File: src/design/urtq_pkg.sv
// Package for the UART byte queues: command codes, queue handshake structs,
// default depths and stream widths. No dependencies.
`default_nettype none

package urtq_pkg;

	// Default queue depths (entries, one slot always kept empty)
	localparam int unsigned RX_DEPTH_DEF = 16;
	localparam int unsigned TX_DEPTH_DEF = 128;

	// Field and stream widths
	localparam int unsigned BYTE_W  = 8;
	localparam int unsigned CNT_W   = 32;
	localparam int unsigned IN_W    = 16;
	localparam int unsigned OUT_W   = 88;
	localparam int unsigned OUT_USED_W = 84;

	// Command codes
	typedef enum logic [2:0] {
		CMD_RECV  = 3'd0,
		CMD_READ  = 3'd1,
		CMD_WRITE = 3'd2,
		CMD_READY = 3'd3,
		CMD_CLEAR = 3'd4
	} cmd_t;

	// Requests from the command decoder to one queue
	typedef struct packed {
		logic push;
		logic pop;
		logic clear;
	} q_req_t;

	// Status of one queue, from its pointers
	typedef struct packed {
		logic full;
		logic empty;
	} q_status_t;

endpackage

`default_nettype wire

File: src/design/urtq_ram.sv
// Generic single-write, single-read RAM with a registered read port.
// Depends on nothing; storage has no reset.
`default_nettype none

module urtq_ram #(
	parameter int unsigned WIDTH = 8,
	parameter int unsigned DEPTH = 16
) (
	input  wire logic                     clk,
	input  wire logic                     we,
	input  wire logic [$clog2(DEPTH)-1:0] waddr,
	input  wire logic [WIDTH-1:0]         wdata,
	input  wire logic                     re,
	input  wire logic [$clog2(DEPTH)-1:0] raddr,
	output logic      [WIDTH-1:0]         rdata
);

	logic [WIDTH-1:0] mem_q [DEPTH];

	// write port
	always_ff @(posedge clk) begin
		if (we) begin
			mem_q[waddr] <= wdata;
		end
	end

	// registered read port, holds last data when idle
	always_ff @(posedge clk) begin
		if (re) begin
			rdata <= mem_q[raddr];
		end
	end

endmodule

`default_nettype wire

File: src/design/urtq_queue.sv
// One circular byte queue: read/write pointers around a urtq_ram instance.
// Depends on urtq_pkg and urtq_ram.
`default_nettype none

module urtq_queue #(
	parameter int unsigned DEPTH = urtq_pkg::RX_DEPTH_DEF
) (
	input  wire logic                           clk,
	input  wire logic                           arst_n,
	input  wire urtq_pkg::q_req_t               req,
	input  wire logic [urtq_pkg::BYTE_W-1:0]    wdata,
	output urtq_pkg::q_status_t                 status,
	output logic      [urtq_pkg::BYTE_W-1:0]    rdata
);

	import urtq_pkg::*;

	localparam int unsigned AW = $clog2(DEPTH);
	localparam logic [AW-1:0] LAST = AW'(DEPTH - 1);

	logic [AW-1:0] wr_pos_q;
	logic [AW-1:0] rd_pos_q;
	logic [AW-1:0] wr_nxt;
	logic [AW-1:0] rd_nxt;
	logic          push_ok;
	logic          pop_ok;

	// pointer advance with wrap at the depth
	assign wr_nxt = (wr_pos_q == LAST) ? '0 : wr_pos_q + 1'b1;
	assign rd_nxt = (rd_pos_q == LAST) ? '0 : rd_pos_q + 1'b1;

	// one slot kept empty tells full from empty
	assign status.full  = (wr_nxt == rd_pos_q);
	assign status.empty = (wr_pos_q == rd_pos_q);

	assign push_ok = req.push & ~status.full;
	assign pop_ok  = req.pop & ~status.empty;

	// pointers
	always_ff @(posedge clk or negedge arst_n) begin
		if (!arst_n) begin
			wr_pos_q <= '0;
			rd_pos_q <= '0;
		end else if (req.clear) begin
			wr_pos_q <= '0;
			rd_pos_q <= '0;
		end else begin
			if (push_ok) begin
				wr_pos_q <= wr_nxt;
			end
			if (pop_ok) begin
				rd_pos_q <= rd_nxt;
			end
		end
	end

	// entry store; read data is valid the cycle after a pop
	urtq_ram #(
		.WIDTH (BYTE_W),
		.DEPTH (DEPTH)
	) u_ram (
		.clk   (clk),
		.we    (push_ok),
		.waddr (wr_pos_q),
		.wdata (wdata),
		.re    (pop_ok),
		.raddr (rd_pos_q),
		.rdata (rdata)
	);

endmodule

`default_nettype wire

File: src/design/uart_rx_tx_byte_queues.sv
// UART receive and transmit byte queues with event counters and tx enable.
// A result beat passes the RAM read and stage 1 registers, then the output register.
// One command per cycle while the result side keeps up; m_tready low stalls s_tready.
// Reset (arst_n low): pointers, counters, tx enable and valids cleared; RAM contents undefined.
// Depends on urtq_pkg and urtq_queue.
`default_nettype none

module uart_rx_tx_byte_queues #(
	parameter int unsigned RX_DEPTH = urtq_pkg::RX_DEPTH_DEF,
	parameter int unsigned TX_DEPTH = urtq_pkg::TX_DEPTH_DEF
) (
	input  wire logic                         clk,
	input  wire logic                         arst_n,
	input  wire logic                         s_tvalid,
	output logic                              s_tready,
	// [2:0] cmd, [10:3] data_byte, [15:11] zero
	input  wire logic [urtq_pkg::IN_W-1:0]    s_tdata,
	output logic                              m_tvalid,
	input  wire logic                         m_tready,
	// [7:0] read_byte, [8] read_valid, [9] write_ok, [17:10] send_byte,
	// [18] send_valid, [19] tx_irq_on, [51:20] rx_total, [83:52] tx_total, [87:84] zero
	output logic      [urtq_pkg::OUT_W-1:0]   m_tdata
);

	import urtq_pkg::*;

	logic              acc;
	logic              adv;
	cmd_t              cmd;
	logic [BYTE_W-1:0] data_byte;

	q_req_t            rx_req;
	q_req_t            tx_req;
	q_status_t         rx_st;
	q_status_t         tx_st;
	logic [BYTE_W-1:0] rx_rdata;
	logic [BYTE_W-1:0] tx_rdata;

	logic              irq_q;
	logic [CNT_W-1:0]  rx_cnt_q;
	logic [CNT_W-1:0]  tx_cnt_q;
	logic              irq_d;
	logic [CNT_W-1:0]  rx_cnt_d;
	logic [CNT_W-1:0]  tx_cnt_d;

	logic              s1_valid_q;
	logic              rd_hit_s1;
	logic              snd_hit_s1;
	logic              wok_s1;
	logic              irq_s1;
	logic [CNT_W-1:0]  rx_cnt_s1;
	logic [CNT_W-1:0]  tx_cnt_s1;

	logic              out_valid_q;
	logic [OUT_W-1:0]  out_data_q;
	logic [OUT_W-1:0]  result;

	// handshake: stage 1 moves on when the output register is free or drained
	assign adv      = s1_valid_q & (~out_valid_q | m_tready);
	assign s_tready = ~s1_valid_q | adv;
	assign acc      = s_tvalid & s_tready;

	assign cmd       = cmd_t'(s_tdata[2:0]);
	assign data_byte = s_tdata[10:3];

	// command decode into queue requests
	always_comb begin
		rx_req = '0;
		tx_req = '0;
		if (acc) begin
			unique case (cmd)
				CMD_RECV:  rx_req.push = 1'b1;
				CMD_READ:  rx_req.pop  = 1'b1;
				CMD_WRITE: tx_req.push = 1'b1;
				CMD_READY: tx_req.pop  = 1'b1;
				CMD_CLEAR: begin
					rx_req.clear = 1'b1;
					tx_req.clear = 1'b1;
				end
				default: ;
			endcase
		end
	end

	urtq_queue #(
		.DEPTH (RX_DEPTH)
	) u_rx_q (
		.clk    (clk),
		.arst_n (arst_n),
		.req    (rx_req),
		.wdata  (data_byte),
		.status (rx_st),
		.rdata  (rx_rdata)
	);

	urtq_queue #(
		.DEPTH (TX_DEPTH)
	) u_tx_q (
		.clk    (clk),
		.arst_n (arst_n),
		.req    (tx_req),
		.wdata  (data_byte),
		.status (tx_st),
		.rdata  (tx_rdata)
	);

	// next enable and counters
	always_comb begin
		irq_d    = irq_q;
		rx_cnt_d = rx_cnt_q;
		tx_cnt_d = tx_cnt_q;
		if (rx_req.clear) begin
			irq_d    = 1'b0;
			rx_cnt_d = '0;
			tx_cnt_d = '0;
		end else begin
			if (rx_req.push) begin
				rx_cnt_d = rx_cnt_q + 1'b1;
			end
			if (tx_req.push && !tx_st.full) begin
				irq_d = 1'b1;
			end
			if (tx_req.pop) begin
				tx_cnt_d = tx_cnt_q + 1'b1;
				if (tx_st.empty) begin
					irq_d = 1'b0;
				end
			end
		end
	end

	always_ff @(posedge clk or negedge arst_n) begin
		if (!arst_n) begin
			irq_q    <= 1'b0;
			rx_cnt_q <= '0;
			tx_cnt_q <= '0;
		end else begin
			irq_q    <= irq_d;
			rx_cnt_q <= rx_cnt_d;
			tx_cnt_q <= tx_cnt_d;
		end
	end

	// stage 1: result flags and state snapshot while RAM read is in flight
	always_ff @(posedge clk or negedge arst_n) begin
		if (!arst_n) begin
			s1_valid_q <= 1'b0;
		end else if (acc) begin
			s1_valid_q <= 1'b1;
		end else if (adv) begin
			s1_valid_q <= 1'b0;
		end
	end

	always_ff @(posedge clk) begin
		if (acc) begin
			rd_hit_s1  <= rx_req.pop & ~rx_st.empty;
			snd_hit_s1 <= tx_req.pop & ~tx_st.empty;
			wok_s1     <= tx_req.push & ~tx_st.full;
			irq_s1     <= irq_d;
			rx_cnt_s1  <= rx_cnt_d;
			tx_cnt_s1  <= tx_cnt_d;
		end
	end

	// result beat assembly
	assign result = {
		(OUT_W - OUT_USED_W)'(0),
		tx_cnt_s1,
		rx_cnt_s1,
		irq_s1,
		snd_hit_s1,
		snd_hit_s1 ? tx_rdata : BYTE_W'(0),
		wok_s1,
		rd_hit_s1,
		rd_hit_s1 ? rx_rdata : BYTE_W'(0)
	};

	// output register
	always_ff @(posedge clk or negedge arst_n) begin
		if (!arst_n) begin
			out_valid_q <= 1'b0;
		end else if (adv) begin
			out_valid_q <= 1'b1;
		end else if (m_tready) begin
			out_valid_q <= 1'b0;
		end
	end

	always_ff @(posedge clk) begin
		if (adv) begin
			out_data_q <= result;
		end
	end

	assign m_tvalid = out_valid_q;
	assign m_tdata  = out_data_q;

	// a single command never both reads rx and hands out a tx byte
	assert property (@(posedge clk) disable iff (!arst_n)
		s1_valid_q |-> !(rd_hit_s1 && snd_hit_s1))
		else $error("read and send both flagged in one result");

	// a queue is never seen full and empty at once
	assert property (@(posedge clk) disable iff (!arst_n)
		!(rx_st.full && rx_st.empty) && !(tx_st.full && tx_st.empty))
		else $error("queue full and empty together");

	// clear zeroes counters and enable
	assert property (@(posedge clk) disable iff (!arst_n)
		(acc && cmd == CMD_CLEAR) |=> (rx_cnt_q == '0 && tx_cnt_q == '0 && !irq_q))
		else $error("clear did not reset counters and enable");

	// a stored tx write leaves the enable on
	assert property (@(posedge clk) disable iff (!arst_n)
		(s1_valid_q && wok_s1) |-> irq_s1)
		else $error("tx write stored without enable");

endmodule

`default_nettype wire

File: config.mk
export PLATFORM = sky130hd
export DESIGN_NAME = uart_rx_tx_byte_queues
export DESIGN_NICKNAME = d
export VERILOG_FILES = /design/src/design/urtq_pkg.sv /design/src/design/urtq_ram.sv /design/src/design/urtq_queue.sv /design/src/design/uart_rx_tx_byte_queues.sv
export SDC_FILE = /design/constraint.sdc
export NUM_CORES = 2
export LEC_CHECK = 0
export ABC_AREA = 1
export BUFFER_PORTS_ARGS = -buffer_cell sky130_fd_sc_hd__buf_2
export CORE_MARGIN = 8
export CORE_UTILIZATION = 40
export CTS_CLUSTER_DIAMETER = 30
export CTS_CLUSTER_SIZE = 30
export DETAILED_ROUTE_END_ITERATION = 8
export PLACE_DENSITY = 0.66
export REMOVE_ABC_BUFFERS = 1
export SYNTH_ARGS = -nofsm -noshare
export SYNTH_HDL_FRONTEND = slang
export SYNTH_SLANG_ARGS = --single-unit
File: constraint.sdc
create_clock -name clk -period 4.9 [get_ports clk]
set_clock_uncertainty 0.1 [all_clocks]
set_input_delay 0.735 -clock clk [delete_from_list [all_inputs] [get_ports clk]]
set_output_delay 0.735 -clock clk [all_outputs]
set_load 0.01 [all_outputs]
==> flow_metrics.env <==
export IMPL_place_hpwl_um=80100
export IMPL_max_freq_ghz=0.248
export IMPL_die_w_um=393
export IMPL_diodes=0
export IMPL_status="finished clean"
export IMPL_grt_pass1_wl_um=214000
export IMPL_fin_cells=6969
export IMPL_critPathTopFamily="simple AND/OR/NAND/NOR gates"
export IMPL_setup_tns_ns=0
export IMPL_yosys_warnings=0
export IMPL_critPathLaunchType="register"
export IMPL_critical_path_peak_fanout=13
export IMPL_htreeDepth=5
export IMPL_drt_wl_total_um=141000
export IMPL_placed_cells=6493
export IMPL_drtIter0Drc=4166
export IMPL_critPathKind="reg2reg"
export IMPL_r2r_worst_path_cells=12
export IMPL_r2r_start="u_tx_q.wr_pos_q[0]"
export IMPL_ys_ff_latch=1409
export IMPL_synth_area_mm2=0.0569
export IMPL_crit_path_end_kind="register"
export IMPL_ys_flop_type="edfxtp_1"
export IMPL_die_y_um=393
export IMPL_gr_total_overflow=0
export IMPL_hold_end="s1_valid_q"
export IMPL_holdPathStages=3
export IMPL_critical_path_cell_chain="ha_1 > nand2_1 > nor2_2 > nand2_2 > nand2_1 > nand2_1 > nand2_1 > nor2_1 > nand2_4 > nand4_2 > buf_4 > nor2_1"
export IMPL_dr_pass1_iters=7
export IMPL_hold_ws_ns=0.152
export IMPL_portBuffers=100
export IMPL_fin_util=0.482
export IMPL_synthDistinctLibCells=47
export IMPL_cp_slowest_cell="nand4_2"
export IMPL_rsz0062_at_grt="false"
export IMPL_io_pins=110
export IMPL_setup_violations=0
export IMPL_synth_yosys_seq_area_share=0.736
export IMPL_synth_area_per_cell_um2=12.1
export IMPL_start_util=0.402
export IMPL_crit_path_max_incr_delay_ns=0.68
export IMPL_grt_max_degree=197
export IMPL_cts_reportedPaths_clkPinSlew_ns=0.05
export IMPL_cts_path_max_buffers=4
export IMPL_clockRootBuffer="clkbuf_16"
export IMPL_cts_buffers=275
export IMPL_ant_nets=0
export IMPL_post_route_min_period_ns=4.04
export IMPL_leakage_uw=0.0245
export IMPL_cts_tree="built"
export IMPL_relSlewSlack=0.301
export IMPL_hold_path_class="in2reg"
export IMPL_wl_per_cell_um=20.3
export IMPL_worst_path_buf_inv=1
export IMPL_rows=138
export IMPL_num_nets_final=4911
export IMPL_worstReg2RegEnd="u_tx_q.u_ram.mem_q[116][6]"
export IMPL_vias=37200
export IMPL_area_growth_pct=19.7
export IMPL_track_usage=0.179
export IMPL_max_slew_worst_pin_slew_ns=1.05
export IMPL_via_per_inst=5.34
export IMPL_cp_required_ns=5.24
export IMPL_crit_top_cell="nand2_1"
export IMPL_worstSetupPathDepth=12
export IMPL_place_area_mm2=0.0592
export IMPL_core_mm2=0.141
export IMPL_slew_violations=0
export IMPL_r2r_slack_ns=0.86
export IMPL_clock_latency_ns=0.86
export IMPL_p_per_area_mw_per_mm2=558
export IMPL_antenna_found_initial=1
export IMPL_final_area_mm2=0.0681
export IMPL_cts_setup_buffers=0
export IMPL_worstHoldStart="s_tvalid"
export IMPL_clock_sinks=1409
export IMPL_cp_data_arrival_time_ns=4.38
export IMPL_drive_above_1_share=0.120
export IMPL_grt_pass1_vias=36100
export IMPL_fin_crit_sh=0.825
export IMPL_synth_cells=4715
export IMPL_ir_drop_uv=521
export IMPL_die_area_mm2=0.155
export IMPL_synth_edf_count=1320
export IMPL_drv_cap=0
export IMPL_hold_viol=0
export IMPL_gp_congestion=0.870
export IMPL_async_reset_ff_frac=0.0632
export IMPL_drc=0
[per-stage QoR]
| stage | power [uW] | setup slack (ns) |
|---|---|---|
| floorplan | 18200 | -21.61 |
| global placement | 20100 | 0.872 |
| detailed placement | 20200 | 0.842 |
| CTS | 38100 | 0.907 |
| global route | 39400 | 0.694 |
| finish | 38000 | 0.860 |
[synth_stat cells, types with 50 or more instances]
cell type / number / area [um^2]
a21boi_0: 64 / 480
a21oi_1: 262 / 1310
buf_1: 50 / 188
clkbuf_1: 165 / 619
dfrtp_1: 89 / 2230
edfxtp_1: 1320 / 39600
inv_1: 153 / 574
nand2_1: 1158 / 4350
nand3_1: 367 / 1840
nor2_1: 439 / 1650
nor3_1: 54 / 270
o211ai_1: 56 / 420
o21ai_0: 251 / 1260
o22ai_1: 74 / 463
[tightest hold or removal path: stages]
cell,delay [ns]
buf_2,0.08
nand2_1,0.15
nand2_1,0.11
[cell families (layout without fill, tap and decap cells)]
group                      after synthesis  count (layout)  share of synthesized area
DFF                                   1409            1409                      0.736
adders and majority gates                9               9                    0.00198
AOI/OAI and AO/OA                      729             729                     0.0723
buffers and inverters                  429             790                     0.0306
and+or+nand+nor                       2096            2096                      0.153
xor gates and xnor gates                42              42                    0.00646
other                                    1               4                  0.0000659
[timing repair]
| item | CTS | global route |
|---|---|---|
| hold endpoints to repair | 55 | 0 |
| resized for setup | 0 | 0 |
| endpoints found under the setup margin | 0 | 0 |
| hold buffers | 2 | 0 |
[cell usage in the layout (no fill, tap or decap), types with 28 or more instances in the layout]
master | Yosys | routed
a21boi_0 | 64 | 64
a21oi_1 | 262 | 261
buf_2 | 38 | 91
buf_4 | 6 | 48
clkbuf_16 | 0 | 279
clkinv_1 | 3 | 28
clkinv_2 | 0 | 35
clkinvlp_4 | 0 | 29
dfrtp_1 | 89 | 85
edfxtp_1 | 1320 | 1320
inv_1 | 153 | 149
nand2_1 | 1158 | 1157
nand3_1 | 367 | 366
nand4_1 | 42 | 42
nor2_1 | 439 | 438
nor3_1 | 54 | 54
o211ai_1 | 56 | 56
o21ai_0 | 251 | 251
o22ai_1 | 74 | 74
[where the power goes]
part           switching (uW)  internal, uW  total (uW)
Combinational            4510          1720        6230
Clock                    6040         11900       17900
Sequential                342         13500       13800
Total                   10900         27100       38000
[worst max path at each step]
stage	start	to	slack, ns
after global routing	u_tx_q.wr_pos_q[1]	u_tx_q.u_ram.mem_q[124][6]	0.69
after floorplan	u_tx_q.rd_pos_q[0]	u_tx_q.u_ram.mem_q[100][0]	-21.61
after CTS	u_tx_q.wr_pos_q[0]	u_tx_q.u_ram.mem_q[116][6]	0.91
final	u_tx_q.wr_pos_q[0]	u_tx_q.u_ram.mem_q[116][6]	0.86
after global placement	m_tready	u_tx_q.u_ram.mem_q[78][1]	0.87
after detailed placement	m_tready	u_tx_q.u_ram.mem_q[30][2]	0.84
[registers in the layout, summed over array words and instances (netlist names), 7 cells and up]
signal	flops
u_tx_q.rd_pos_q	7
u_rx_q.u_ram.rdata	8
u_tx_q.wr_pos_q	7
u_tx_q.u_ram.mem_q	1024
m_tdata	84
u_tx_q.u_ram.rdata	8
rx_cnt_q	32
tx_cnt_q	32
u_rx_q.u_ram.mem_q	128
rx_cnt_s1	32
tx_cnt_s1	32
[layer usage]
metal / vias to the layer above / part of all wire / wire (um) / GRT usage
met5: - / 0 / 0 / 0
met4: 0 / 0.034 / 4870 / 0.0715
met3: 325 / 0.090 / 12700 / 0.0405
met2: 1699 / 0.46 / 65100 / 0.281
met1: 18000 / 0.42 / 58700 / 0.241
li1: 17100 / - / - / -
[layout make-up]
class                      instances  area, um^2
clock buffer                     306        7100
inverter                         162         621
timing repair buffer             154        1030
clock inverter                   168        1770
fill                           12100       73300
tap                             1890        2360
multi-input combinational       2880       13400
sequential                      1409       41900
Power figures use the tool's default switching activity.
